## config.mk

```make
export PLATFORM = sky130hd
export DESIGN_NAME = pal_sync_line_sequencer_flat
export DESIGN_NICKNAME = d
export VERILOG_FILES = /design/src/pal_sls_pkg.sv /design/src/pal_sls_if.sv /design/src/pal_sync_line_sequencer.sv /design/src/pal_sls_cfg.sv /design/src/pal_sls_seq.sv /design/src/pal_sls_obuf.sv /design/src/flat_wrapper.sv
export SDC_FILE = /design/constraint.sdc
export NUM_CORES = 1
export LEC_CHECK = 0
export ABC_AREA = 0
export BUFFER_PORTS_ARGS = -buffer_cell sky130_fd_sc_hd__buf_4
export CORE_ASPECT_RATIO = 0.5
export CORE_MARGIN = 4
export CORE_UTILIZATION = 45
export CTS_BUF_LIST = sky130_fd_sc_hd__clkbuf_4 sky130_fd_sc_hd__clkbuf_8 sky130_fd_sc_hd__clkbuf_16
export CTS_CLUSTER_DIAMETER = 50
export DETAILED_ROUTE_END_ITERATION = 8
export PLACE_DENSITY = 0.7
export REMOVE_ABC_BUFFERS = 1
export SLEW_MARGIN = 30
export SYNTH_ARGS = -nofsm -noshare
export SYNTH_HDL_FRONTEND = slang
export SYNTH_SLANG_ARGS = --single-unit
```

## constraint.sdc

```tcl
create_clock -name clk -period 6 [get_ports clk]
set_clock_uncertainty 0.1 [all_clocks]
set_input_delay 0.6 -clock clk [delete_from_list [all_inputs] [get_ports clk]]
set_output_delay 0.6 -clock clk [all_outputs]
set_load 0.02 [all_outputs]
```

## src/pal_sls_pkg.sv

```systemverilog
// shared types and constants for the pal sync line sequencer
package pal_sls_pkg;

  // field widths
  localparam int unsigned TICKS_W = 10;
  localparam int unsigned ROW_W   = 8;
  localparam int unsigned PHASE_W = 2;
  localparam int unsigned LINE_W  = 9;

  // configuration port geometry
  localparam int unsigned DATA_W   = 32;
  localparam int unsigned ADDR_W   = 5;
  localparam int unsigned REG_IDX_W = 3;

  // register indexes
  localparam logic [REG_IDX_W-1:0] REG_LINE_PERIOD     = 3'd0;
  localparam logic [REG_IDX_W-1:0] REG_LINE_SYNC_WIDTH = 3'd1;
  localparam logic [REG_IDX_W-1:0] REG_HALF_PERIOD     = 3'd2;
  localparam logic [REG_IDX_W-1:0] REG_EQUALIZE_WIDTH  = 3'd3;
  localparam logic [REG_IDX_W-1:0] REG_VSYNC_WIDTH     = 3'd4;
  localparam logic [REG_IDX_W-1:0] REG_IMAGE_HEIGHT    = 3'd5;

  // register reset values
  localparam logic [TICKS_W-1:0] RST_LINE_PERIOD     = 10'd32;
  localparam logic [TICKS_W-1:0] RST_LINE_SYNC_WIDTH = 10'd2;
  localparam logic [TICKS_W-1:0] RST_HALF_PERIOD     = 10'd16;
  localparam logic [TICKS_W-1:0] RST_EQUALIZE_WIDTH  = 10'd1;
  localparam logic [TICKS_W-1:0] RST_VSYNC_WIDTH     = 10'd15;
  localparam logic [ROW_W-1:0]   RST_IMAGE_HEIGHT    = 8'd64;

  // frame structure
  localparam int unsigned NORMAL_LINES_DEF = 305;
  localparam logic [LINE_W-1:0] FIELD2_HALFLINES = 9'd14;
  localparam logic [LINE_W-1:0] FIELD1_HALFLINES = 9'd16;
  localparam logic [LINE_W-1:0] FIELD2_BROAD_FIRST = 9'd5;
  localparam logic [LINE_W-1:0] FIELD1_BROAD_FIRST = 9'd6;
  localparam logic [LINE_W-1:0] BROAD_COUNT = 9'd5;
  localparam logic signed [LINE_W:0] ROW_OFFSET = 10'sd29;

  // line kinds
  localparam logic KIND_NORMAL = 1'b0;
  localparam logic KIND_SYNC   = 1'b1;

  // configuration register set
  typedef struct packed {
    logic [TICKS_W-1:0] line_period;
    logic [TICKS_W-1:0] line_sync_width;
    logic [TICKS_W-1:0] half_period;
    logic [TICKS_W-1:0] equalize_width;
    logic [TICKS_W-1:0] vsync_width;
    logic [ROW_W-1:0]   image_height;
  } cfg_t;

  // one result item
  typedef struct packed {
    logic [TICKS_W-1:0] period_ticks;
    logic [TICKS_W-1:0] sync_width;
    logic               line_kind;
    logic [ROW_W-1:0]   image_row;
    logic               row_visible;
    logic [PHASE_W-1:0] field_phase;
    logic [LINE_W-1:0]  line_index;
  } res_t;

endpackage

```

## src/pal_sls_if.sv

```systemverilog
// valid/ready channel interfaces for the input and result items
interface pal_sls_in_if;
  logic valid;
  logic ready;
  logic tick;

  modport source (output valid, output tick, input ready);
  modport sink (input valid, input tick, output ready);
endinterface

interface pal_sls_out_if;
  logic                                valid;
  logic                                ready;
  logic [pal_sls_pkg::TICKS_W-1:0]     period_ticks;
  logic [pal_sls_pkg::TICKS_W-1:0]     sync_width;
  logic                                line_kind;
  logic [pal_sls_pkg::ROW_W-1:0]       image_row;
  logic                                row_visible;
  logic [pal_sls_pkg::PHASE_W-1:0]     field_phase;
  logic [pal_sls_pkg::LINE_W-1:0]      line_index;

  modport source (output valid, input ready, output period_ticks, output sync_width,
                  output line_kind, output image_row, output row_visible,
                  output field_phase, output line_index);
  modport sink (input valid, output ready, input period_ticks, input sync_width,
                input line_kind, input image_row, input row_visible,
                input field_phase, input line_index);
endinterface

```

## src/pal_sync_line_sequencer.sv

```systemverilog
// PAL sync line sequencer top level. Each input transfer is one timer period
// end (tick = 1 advances, tick = 0 only reports) and yields exactly one result
// transfer: the length, sync width, kind and image row of the period that
// follows. The frame runs NORMAL_LINES normal lines, 14 field-2 sync half-lines,
// NORMAL_LINES normal lines and 16 field-1 sync half-lines. One item is taken
// per clock while the skid entry is free; the result register, or the skid
// entry first under stall, holds each result. A two-entry output stage keeps
// input transfers going while a result waits. Timing registers sit on the APB
// port at 4*index and should be written only while the block is idle.
module pal_sync_line_sequencer #(
  parameter int unsigned NORMAL_LINES = pal_sls_pkg::NORMAL_LINES_DEF
) (
  input  logic                            clk,
  input  logic                            rst_n,
  pal_sls_in_if.sink                      in_ch,
  pal_sls_out_if.source                   out_ch,
  input  logic                            psel,
  input  logic                            penable,
  input  logic                            pwrite,
  input  logic [pal_sls_pkg::ADDR_W-1:0]  paddr,
  input  logic [pal_sls_pkg::DATA_W-1:0]  pwdata,
  output logic [pal_sls_pkg::DATA_W-1:0]  prdata,
  output logic                            pready
);

  pal_sls_pkg::cfg_t cfg;
  pal_sls_pkg::res_t res;
  logic              push_ready;
  logic              accept;

  assign in_ch.ready = push_ready;
  assign accept      = in_ch.valid && push_ready;

  pal_sls_cfg u_cfg (
    .clk     (clk),
    .rst_n   (rst_n),
    .psel    (psel),
    .penable (penable),
    .pwrite  (pwrite),
    .paddr   (paddr),
    .pwdata  (pwdata),
    .prdata  (prdata),
    .pready  (pready),
    .cfg     (cfg)
  );

  pal_sls_seq #(
    .NORMAL_LINES (NORMAL_LINES)
  ) u_seq (
    .clk    (clk),
    .rst_n  (rst_n),
    .cfg    (cfg),
    .accept (accept),
    .tick   (in_ch.tick),
    .res    (res)
  );

  pal_sls_obuf u_obuf (
    .clk        (clk),
    .rst_n      (rst_n),
    .push_valid (in_ch.valid),
    .push_ready (push_ready),
    .push_data  (res),
    .out_ch     (out_ch)
  );

endmodule

```

## src/pal_sls_cfg.sv

```systemverilog
// apb register file holding the timing configuration
module pal_sls_cfg (
  input  logic                            clk,
  input  logic                            rst_n,
  input  logic                            psel,
  input  logic                            penable,
  input  logic                            pwrite,
  input  logic [pal_sls_pkg::ADDR_W-1:0]  paddr,
  input  logic [pal_sls_pkg::DATA_W-1:0]  pwdata,
  output logic [pal_sls_pkg::DATA_W-1:0]  prdata,
  output logic                            pready,
  output pal_sls_pkg::cfg_t               cfg
);

  pal_sls_pkg::cfg_t                  cfg_r;
  logic [pal_sls_pkg::REG_IDX_W-1:0]  reg_idx;
  logic                               wr_en;

  assign pready  = 1'b1;
  assign reg_idx = paddr[pal_sls_pkg::ADDR_W-1:2];
  assign wr_en   = psel && penable && pwrite;
  assign cfg     = cfg_r;

  // register writes on the access phase
  always_ff @(posedge clk) begin
    if (!rst_n) begin
      cfg_r.line_period     <= pal_sls_pkg::RST_LINE_PERIOD;
      cfg_r.line_sync_width <= pal_sls_pkg::RST_LINE_SYNC_WIDTH;
      cfg_r.half_period     <= pal_sls_pkg::RST_HALF_PERIOD;
      cfg_r.equalize_width  <= pal_sls_pkg::RST_EQUALIZE_WIDTH;
      cfg_r.vsync_width     <= pal_sls_pkg::RST_VSYNC_WIDTH;
      cfg_r.image_height    <= pal_sls_pkg::RST_IMAGE_HEIGHT;
    end else if (wr_en) begin
      case (reg_idx)
        pal_sls_pkg::REG_LINE_PERIOD:
          cfg_r.line_period <= pwdata[pal_sls_pkg::TICKS_W-1:0];
        pal_sls_pkg::REG_LINE_SYNC_WIDTH:
          cfg_r.line_sync_width <= pwdata[pal_sls_pkg::TICKS_W-1:0];
        pal_sls_pkg::REG_HALF_PERIOD:
          cfg_r.half_period <= pwdata[pal_sls_pkg::TICKS_W-1:0];
        pal_sls_pkg::REG_EQUALIZE_WIDTH:
          cfg_r.equalize_width <= pwdata[pal_sls_pkg::TICKS_W-1:0];
        pal_sls_pkg::REG_VSYNC_WIDTH:
          cfg_r.vsync_width <= pwdata[pal_sls_pkg::TICKS_W-1:0];
        pal_sls_pkg::REG_IMAGE_HEIGHT:
          cfg_r.image_height <= pwdata[pal_sls_pkg::ROW_W-1:0];
        default: ;
      endcase
    end
  end

  // read back
  always_comb begin
    prdata = '0;
    case (reg_idx)
      pal_sls_pkg::REG_LINE_PERIOD:
        prdata = {{(pal_sls_pkg::DATA_W-pal_sls_pkg::TICKS_W){1'b0}}, cfg_r.line_period};
      pal_sls_pkg::REG_LINE_SYNC_WIDTH:
        prdata = {{(pal_sls_pkg::DATA_W-pal_sls_pkg::TICKS_W){1'b0}}, cfg_r.line_sync_width};
      pal_sls_pkg::REG_HALF_PERIOD:
        prdata = {{(pal_sls_pkg::DATA_W-pal_sls_pkg::TICKS_W){1'b0}}, cfg_r.half_period};
      pal_sls_pkg::REG_EQUALIZE_WIDTH:
        prdata = {{(pal_sls_pkg::DATA_W-pal_sls_pkg::TICKS_W){1'b0}}, cfg_r.equalize_width};
      pal_sls_pkg::REG_VSYNC_WIDTH:
        prdata = {{(pal_sls_pkg::DATA_W-pal_sls_pkg::TICKS_W){1'b0}}, cfg_r.vsync_width};
      pal_sls_pkg::REG_IMAGE_HEIGHT:
        prdata = {{(pal_sls_pkg::DATA_W-pal_sls_pkg::ROW_W){1'b0}}, cfg_r.image_height};
      default: prdata = '0;
    endcase
  end

endmodule

```

## src/pal_sls_seq.sv

```systemverilog
// phase and line counter with the per-line timing decode
module pal_sls_seq #(
  parameter int unsigned NORMAL_LINES = pal_sls_pkg::NORMAL_LINES_DEF
) (
  input  logic               clk,
  input  logic               rst_n,
  input  pal_sls_pkg::cfg_t  cfg,
  input  logic               accept,
  input  logic               tick,
  output pal_sls_pkg::res_t  res
);

  localparam logic [pal_sls_pkg::LINE_W-1:0] NORMAL_LEN = NORMAL_LINES[pal_sls_pkg::LINE_W-1:0];

  logic [pal_sls_pkg::PHASE_W-1:0] phase_r, phase_nxt;
  logic [pal_sls_pkg::LINE_W-1:0]  line_r, line_nxt;

  logic [pal_sls_pkg::LINE_W-1:0]  phase_len;
  logic [pal_sls_pkg::LINE_W:0]    line_inc;
  logic [pal_sls_pkg::LINE_W-1:0]  broad_first;
  logic                            in_broad;
  logic signed [pal_sls_pkg::LINE_W:0] row_diff;
  logic signed [pal_sls_pkg::LINE_W:0] row_quot;
  logic [pal_sls_pkg::ROW_W-1:0]   row;

  // image row: (line - 29) / 2 truncated toward zero
  assign row_diff = $signed({1'b0, line_r}) - pal_sls_pkg::ROW_OFFSET;
  assign row_quot = (row_diff + $signed({{pal_sls_pkg::LINE_W{1'b0}}, row_diff[pal_sls_pkg::LINE_W]}))
                    >>> 1;
  assign row      = row_quot[pal_sls_pkg::ROW_W-1:0];

  // broad pulse window within a sync phase
  assign broad_first = phase_r[1] ? pal_sls_pkg::FIELD1_BROAD_FIRST
                                  : pal_sls_pkg::FIELD2_BROAD_FIRST;
  assign in_broad = (line_r >= broad_first) && (line_r < broad_first + pal_sls_pkg::BROAD_COUNT);

  // result decode
  always_comb begin
    res.field_phase = phase_r;
    res.line_index  = line_r;
    if (!phase_r[0]) begin
      res.period_ticks = cfg.line_period;
      res.sync_width   = cfg.line_sync_width;
      res.line_kind    = pal_sls_pkg::KIND_NORMAL;
      res.image_row    = row;
      res.row_visible  = row < cfg.image_height;
    end else begin
      res.period_ticks = cfg.half_period;
      res.sync_width   = in_broad ? cfg.vsync_width : cfg.equalize_width;
      res.line_kind    = pal_sls_pkg::KIND_SYNC;
      res.image_row    = '0;
      res.row_visible  = 1'b0;
    end
  end

  // advance position on a tick
  assign phase_len = !phase_r[0] ? NORMAL_LEN
                   : (phase_r[1] ? pal_sls_pkg::FIELD1_HALFLINES
                                 : pal_sls_pkg::FIELD2_HALFLINES);
  assign line_inc  = {1'b0, line_r} + 1'b1;

  always_comb begin
    phase_nxt = phase_r;
    line_nxt  = line_r;
    if (accept && tick) begin
      if (line_inc >= {1'b0, phase_len}) begin
        line_nxt  = '0;
        phase_nxt = phase_r + 1'b1;
      end else begin
        line_nxt  = line_inc[pal_sls_pkg::LINE_W-1:0];
      end
    end
  end

  always_ff @(posedge clk) begin
    if (!rst_n) begin
      phase_r <= '0;
      line_r  <= '0;
    end else begin
      phase_r <= phase_nxt;
      line_r  <= line_nxt;
    end
  end

endmodule

```

## src/pal_sls_obuf.sv

```systemverilog
// result register with a skid entry so one more input transfer is taken under stall
module pal_sls_obuf (
  input  logic               clk,
  input  logic               rst_n,
  input  logic               push_valid,
  output logic               push_ready,
  input  pal_sls_pkg::res_t  push_data,
  pal_sls_out_if.source      out_ch
);

  pal_sls_pkg::res_t main_r, skid_r;
  logic              main_v_r, skid_v_r;
  logic              push;

  assign push_ready = !skid_v_r;
  assign push       = push_valid && push_ready;

  // valid flags
  always_ff @(posedge clk) begin
    if (!rst_n) begin
      main_v_r <= 1'b0;
      skid_v_r <= 1'b0;
    end else if (!main_v_r || out_ch.ready) begin
      main_v_r <= skid_v_r || push;
      skid_v_r <= 1'b0;
    end else if (push) begin
      skid_v_r <= 1'b1;
    end
  end

  // payload
  always_ff @(posedge clk) begin
    if (!main_v_r || out_ch.ready) begin
      main_r <= skid_v_r ? skid_r : push_data;
    end else if (push) begin
      skid_r <= push_data;
    end
  end

  assign out_ch.valid        = main_v_r;
  assign out_ch.period_ticks = main_r.period_ticks;
  assign out_ch.sync_width   = main_r.sync_width;
  assign out_ch.line_kind    = main_r.line_kind;
  assign out_ch.image_row    = main_r.image_row;
  assign out_ch.row_visible  = main_r.row_visible;
  assign out_ch.field_phase  = main_r.field_phase;
  assign out_ch.line_index   = main_r.line_index;

endmodule
```

## src/flat_wrapper.sv

```systemverilog
// flat-port wrapper written by rule: the top's interface ports become plain ports
module pal_sync_line_sequencer_flat 
#(
  parameter int unsigned NORMAL_LINES = pal_sls_pkg::NORMAL_LINES_DEF
)
  (clk, rst_n, psel, penable, pwrite, paddr, pwdata, prdata, pready, in_ch_valid, in_ch_tick, in_ch_ready, out_ch_valid, out_ch_ready, out_ch_period_ticks, out_ch_sync_width, out_ch_line_kind, out_ch_image_row, out_ch_row_visible, out_ch_field_phase, out_ch_line_index);
  pal_sls_in_if in_ch_i ();
  pal_sls_out_if out_ch_i ();
  input  logic clk;
  input  logic rst_n;
  input  logic psel;
  input  logic penable;
  input  logic pwrite;
  input  logic [pal_sls_pkg::ADDR_W-1:0] paddr;
  input  logic [pal_sls_pkg::DATA_W-1:0] pwdata;
  output logic [pal_sls_pkg::DATA_W-1:0] prdata;
  output logic pready;
  input wire logic [$bits(in_ch_i.valid)-1:0] in_ch_valid;
  input wire logic [$bits(in_ch_i.tick)-1:0] in_ch_tick;
  output wire logic [$bits(in_ch_i.ready)-1:0] in_ch_ready;
  output wire logic [$bits(out_ch_i.valid)-1:0] out_ch_valid;
  input wire logic [$bits(out_ch_i.ready)-1:0] out_ch_ready;
  output wire logic [$bits(out_ch_i.period_ticks)-1:0] out_ch_period_ticks;
  output wire logic [$bits(out_ch_i.sync_width)-1:0] out_ch_sync_width;
  output wire logic [$bits(out_ch_i.line_kind)-1:0] out_ch_line_kind;
  output wire logic [$bits(out_ch_i.image_row)-1:0] out_ch_image_row;
  output wire logic [$bits(out_ch_i.row_visible)-1:0] out_ch_row_visible;
  output wire logic [$bits(out_ch_i.field_phase)-1:0] out_ch_field_phase;
  output wire logic [$bits(out_ch_i.line_index)-1:0] out_ch_line_index;
  assign in_ch_i.valid = in_ch_valid;
  assign in_ch_i.tick = in_ch_tick;
  assign in_ch_ready = in_ch_i.ready;
  assign out_ch_valid = out_ch_i.valid;
  assign out_ch_i.ready = out_ch_ready;
  assign out_ch_period_ticks = out_ch_i.period_ticks;
  assign out_ch_sync_width = out_ch_i.sync_width;
  assign out_ch_line_kind = out_ch_i.line_kind;
  assign out_ch_image_row = out_ch_i.image_row;
  assign out_ch_row_visible = out_ch_i.row_visible;
  assign out_ch_field_phase = out_ch_i.field_phase;
  assign out_ch_line_index = out_ch_i.line_index;
  pal_sync_line_sequencer #(.NORMAL_LINES(NORMAL_LINES)) u_core (.clk(clk), .rst_n(rst_n), .in_ch(in_ch_i), .out_ch(out_ch_i), .psel(psel), .penable(penable), .pwrite(pwrite), .paddr(paddr), .pwdata(pwdata), .prdata(prdata), .pready(pready));
endmodule
```

==> results.cfg, run 1 <==
[clock_tree]
clock_sinks = 151
htree_levels = 4
cts_buffers = 17
clk_path_buf_depth = 2
cts_hold_buf = 0
cts_tree = yes
post_cts_resized = 0
cts_root_buffer = clkbuf_16
path_clk_slew_ps = 70
clock_latency_ps = 420
post-cts-setup-buffers = 0

[timing]
fin_crit_ps = 4050
slew-limit-headroom_pct = 35.9
rsz0062_at_grt = false
worst_pin_slew_ps = 962
finalCritPeriodShare_pct = 67.5
fin_tns_setup_ps = 0
finalSetupViolCount = 0
hold_viol = 0
finalMaxSlewViolations = 0
fmax_mhz = 247

[place]
dpl_cell_area_mm2 = 0.00830
dpl.hpwl_mm = 11.5
port_buffers = 73
dp.cells = 1000
gp_congestion = 0.824

[finish]
drive_gt1_share_pct = 20.0
finalNonFillerCells = 1032
synthToLayoutAreaGrowth_pct = 15.2
diodes = 0
final_area_mm2 = 0.00889
nNetsFinal = 858

[critical_path]
crit_chain = inv_1 > ha_1 > inv_1 > ha_1 > and3_1 > a31oi_1 > o21ai_1 > a21oi_1 > xnor2_1 > inv_1 > ha_1 > nand3_1 > o31ai_1 > o32ai_1 > mux2_2
worstPathArrival_ps = 4120
regToRegSetupSlack_ps = 1950
crit_path_end_kind = flip-flop
path_class = flip-flop to flip-flop
cp_slowest_cell = dfxtp_1
critical_path.max_fanout = 15
worstSetupStartpointType = flip-flop
crit_required_ps = 6070
cp_slowest_stage_delay_ps = 650

[detailed_routing]
remaining_drc_errors = 0
ant_nets = 0
wirelength_mm = 18.3
post_drt_via_cell_ratio = 5.46
vias = 5633
wl_per_cell_um = 17.7
firstDrtPassIters = 5
drt_iter0_markers = 537

[synthesis]
syn-cell-area_mm2 = 0.00772
ys_types = 63
synthArstFlopShare_pct = 0
synth_ff_type = edfxtp_1
yosys-top-cells-area = edfxtp_1 (31%), dfxtp_1 (18%), mux2i_1 (6.9%)
synth-edff-count = 80
ys_seq_area_share_pct = 49.5
synth_top_area_cell = edfxtp_1
synth-seq-cells = 151
ys_warn_count = 0
syn_avg_cell_area_um2 = 10.4
yosysMostFrequentCell = nand2_1
syn_inst = 741
yosysTopAreaCellShare_pct = 31.1
synth_common_cells = nand2_1 (92), edfxtp_1 (80), dfxtp_1 (71)

[global_routing]
grt_pass1_vias = 5469
overflow = 0
grt_pass1_wl_mm = 29.4
grt_usage_pct = 18.8
grt_max_degree = 66
antenna_found_initial = 0

[floorplanning]
rows = 33
dieWidth_um = 193
die-area_mm2 = 0.0194
start_util_pct = 46.5
ios = 121
die_y_um = 101
coreArea_mm2 = 0.0166

[pwr]
p_int_mw = 1.82
switching_share_pct = 24.4
p_sw_mw = 0.587
clkPwrFrac_pct = 45.1
power_density_mw_per_mm2 = 270
sequentialPowerShare_pct = 46.7
ir_drop_uv = 217
combPwrFrac_pct = 8.2
power.leakage_nw = 3.49

[status]
status = finished clean

[min_path]
hold_class = primary input to flip-flop

[run]
cap_violations = 0
-- cells by family after synthesis --
logic type               count (synthesis)  share of synthesized area (%)
AO/OA/AOI/OAI                          134                           11.3
XOR/XNOR                                18                           2.04
AND/OR/NAND/NOR                        235                           15.0
multiplexers                            86                           12.0
buffers and inverters                   94                           6.65
other                                    2                         0.0973
adder cells (fa/ha/maj)                 21                           3.40
flip-flops                             151                           49.5
-- worst paths after layout --
| check | startpoint | depth (start not counted) | endpoint |
|---|---|---|---|
| setup reg to reg | u_core.u_seq.line_r[0] | 15 | u_core.u_obuf.out_ch.row_visible |
| hold / removal | pwdata[1] | 3 | u_core.u_cfg.cfg[39] |
| setup / recovery | u_core.u_seq.line_r[0] | 15 | u_core.u_obuf.out_ch.row_visible |
| hold reg to reg | u_core.u_seq.phase_r[1] | 0 | u_core.u_obuf.skid_r[10] |
-- metal layers --
layer | track usage, % | share of wire (%) | vias to the layer above
li1 | - | - | 2688
met1 | 25.7 | 46 | 2741
met2 | 31.1 | 47 | 187
met3 | 3.47 | 5.8 | 17
met4 | 5.44 | 0.90 | 0
met5 | 0 | 0 | -
-- flip-flops by register name, indices dropped and copies added (netlist names), 8 cells and up --
signal,flops
u_core.u_obuf.out_ch.line_index,9
u_core.u_obuf.skid_r,40
u_core.u_seq.line_r,9
u_core.u_obuf.out_ch.period_ticks,10
u_core.u_obuf.out_ch.image_row,8
u_core.u_obuf.out_ch.sync_width,10
u_core.u_cfg.cfg,58
-- area by class of cell --
| cell class | count | area (um2) |
|---|---|---|
| flip-flops and latches | 151 | 3820 |
| fillers | 1471 | 7710 |
| multi-input cells | 517 | 3480 |
| well taps | 227 | 284 |
| clock inverters | 14 | 159 |
| clock buffers | 18 | 433 |
| inverters | 24 | 90.1 |
| repair buffers | 81 | 621 |
-- power by group through the flow --
stage / Clock [mW] / Combinational (mW) / Sequential, mW
2_1_floorplan: 0 / 0.0865 / 1.17
3_3_place_gp: 0 / 0.194 / 1.14
3_5_place_dp: 0 / 0.197 / 1.15
4_1_cts: 1.10 / 0.198 / 1.12
5_1_grt: 1.15 / 0.214 / 1.13
6_report: 1.08 / 0.198 / 1.12
-- cell usage in the layout, fill, tap and decap left out, types with 6 or more instances in the layout --
cell	instances
a21boi_0	26
a21oi_1	34
a31oi_1	7
and3_1	15
buf_4	80
clkbuf_16	17
conb_1	23
dfxtp_1	71
edfxtp_1	80
ha_1	21
inv_1	23
inv_6	6
mux2_2	30
mux2i_1	53
nand2_1	92
nand2b_1	6
nand3_1	13
nor2_1	39
nor2b_1	33
nor3_1	6
o21ai_0	23
o22ai_1	6
o31ai_1	8
xnor2_1	11
xor2_1	7
-- critical path, delay by kind of cell (launching register included) --
kind,cells,cell delay [ps]
compound gates,5,970
xor+xnor,1,230
fa+ha+maj,3,960
buf+inv,3,360
flops,1,650
mux,1,290
simple gates,2,260
-- metrics by stage --
stage               hold WS (ps)  util (%)  total power, mW  setup WS (ps)
floorplan                    334         -             1.25            739
global route                 359      53.6             2.49           1590
CTS                          340      53.6             2.42           1960
detailed placement           355      50.0             1.34           1990
finish                       353      53.6             2.40           1950
global placement             356      49.9             1.34           2050
(Power assumes the default switching activity.)
==> run 2: changes to the inputs <==
==> constraint.sdc (replaced) <==
create_clock -name clk -period 3.9 [get_ports clk]
set_clock_uncertainty 0.1 [all_clocks]
set_input_delay 0.39 -clock clk [delete_from_list [all_inputs] [get_ports clk]]
set_output_delay 0.39 -clock clk [all_outputs]
set_load 0.02 [all_outputs]
==> run 2 against run 1 <==
Against the previous run:
- sequential power up 54%
- clock-buffer cell count unchanged
- worst hold slack worse by 210 ps
- total power up 51%
==> results.cfg, run 2 (synthesis results as in run 1) <==
[detailed_routing]
route.layer.met1.wl_mm = 8.62
wl_met2_mm = 8.47
ant_nets = 0
remaining_drc_errors = 0
wirelength_mm = 18.4
top_layer_used = met4
wl_per_cell_um = 17.7
drt_iter0_markers = 478
post_drt_via_cell_ratio = 5.46
vias = 5692
firstDrtPassIters = 5
met3_length_mm = 1.07

[timing]
fin_crit_ps = 3640
holdWs_ps = 140
fin_tns_setup_ps = 0
rsz0062_at_grt = false
worst_pin_slew_ps = 759
fmax_mhz = 275
hold_viol = 0
finalMaxSlewViolations = 0
finalSetupViolCount = 0
slew-limit-headroom_pct = 49.4
finalCritPeriodShare_pct = 93.4

[critical_path]
crit_path_end_kind = flip-flop
path_class = flip-flop to flip-flop
crit_required_ps = 3960
r2r_cells = 14
regToRegSetupSlack_ps = 260
worstPathArrival_ps = 3710
r2r-start = u_core.u_seq.line_r[8]
timing.rr.end = u_core.u_obuf.out_ch.row_visible
critical_path.max_fanout = 7
worstSetupStartpointType = flip-flop

[place]
dpl_cell_area_mm2 = 0.00834
dpl.hpwl_mm = 11.7
gp_congestion = 0.869
port_buffers = 73

[finish]
drive_gt1_share_pct = 21.1
nNetsFinal = 868
final_cell_mix = nand2_1 (92), buf_4 (91), edfxtp_1 (80)
final_common_cell = nand2_1
fin_util_pct = 53.8
final_area_mm2 = 0.00893
synthToLayoutAreaGrowth_pct = 15.7
largest_reg_flops = 58
diodes = 0
fill_cells = 1481

[global_routing]
overflow = 0
grt_max_degree = 66
grt_pass1_wl_mm = 29.4
antenna_found_initial = 0
grt_usage_pct = 18.9
grt_pass1_vias = 5510

[pwr]
ir_drop_uv = 315
power.leakage_nw = 3.53
combPwrFrac_pct = 8.5
finalPower_mw = 3.64
p_int_mw = 2.73
sequentialPowerShare_pct = 47.4
clkPwrFrac_pct = 44.1
switching_share_pct = 24.8
power_density_mw_per_mm2 = 407
p_sw_mw = 0.903

[min_path]
hold_class = primary input to flip-flop
holdPathEnd = u_core.u_cfg.cfg[53]
holdPathStages = 3
min-delay-start = pwdata[5]

[floorplanning]
die-area_mm2 = 0.0194
rows = 33
dieWidth_um = 193
coreArea_mm2 = 0.0166
die_y_um = 101
start_util_pct = 46.5
ios = 121

[clock_tree]
clock_sinks = 151
htree_levels = 4
cts_hold_buf = 0
cts_buffers = 17
cts_root_buffer = clkbuf_16
clock_latency_ps = 410
clk_path_buf_depth = 2
path_clk_slew_ps = 70
cts_tree = yes

[status]
status = finished clean

[run]
cap_violations = 0
-- run 2: final cells by class --
cell class | count | area [um2] | area share [%]
Inverter | 24 | 90.1 | 1.01
Clock inverter | 14 | 138 | 1.54
Tap cell | 227 | 284 | 3.18
Sequential cell | 151 | 3820 | 42.8
Timing Repair Buffer | 91 | 683 | 7.65
Clock buffer | 18 | 433 | 4.85
Multi-Input combinational cell | 517 | 3480 | 39.0
-- run 2: repair_timing --
item                       CTS  global route
resized for setup            0             3
setup buffers                0             1
setup endpoints to repair    0             1
-- run 2: power groups by stage --
| stage | clock [mW] | sequential [mW] | combinational, mW |
|---|---|---|---|
| detailed placement | 0 | 1.76 | 0.309 |
| global route | 1.70 | 1.73 | 0.335 |
| global placement | 0 | 1.76 | 0.306 |
| floorplan | 0 | 1.80 | 0.133 |
| finish | 1.60 | 1.72 | 0.309 |
| CTS | 1.63 | 1.72 | 0.310 |
-- run 2: how the worst max path moves through the flow --
| stage | from | end | slack (ps) |
|---|---|---|---|
| CTS | u_core.u_seq.line_r[8] | u_core.u_obuf.out_ch.row_visible | 160 |
| global route | u_core.u_seq.line_r[8] | u_core.u_obuf.out_ch.row_visible | 40 |
| finish | u_core.u_seq.line_r[8] | u_core.u_obuf.out_ch.row_visible | 260 |
| floorplan | u_core.u_obuf.out_ch.valid | u_core.u_obuf.skid_r[0] | -1160 |
| global placement | u_core.u_seq.line_r[8] | u_core.u_obuf.out_ch.row_visible | 240 |
| detailed placement | u_core.u_seq.line_r[8] | u_core.u_obuf.out_ch.row_visible | 180 |
-- run 2: critical path: stages (launching register included) --
cell and delay (ps):
dfxtp_2 370, or4_4 560, a211oi_2 240, ha_2 240
nor4bb_1 280, a31oi_1 120, o21ai_1 110, a21oi_1 120
xnor2_2 210, inv_1 60, ha_1 300, nand3_1 70
o31ai_1 210, o32ai_1 120, mux2_2 290
-- run 2: metrics by stage --
| stage | setup slack (ps) | std cells |
|---|---|---|
| floorplan | -1160 | 692 |
| global placement | 241 | 1009 |
| detailed placement | 179 | 1009 |
| CTS | 162 | 1041 |
| global route | 39.9 | 1042 |
| finish | 257 | 1042 |
-- run 2: routing by layer --
layer | up-vias | track usage, %
met1 | 2777 | 25.6
met3 | 19 | 3.84
met4 | 0 | 6.31
li1 | 2695 | -
met2 | 201 | 30.9
met5 | - | 0
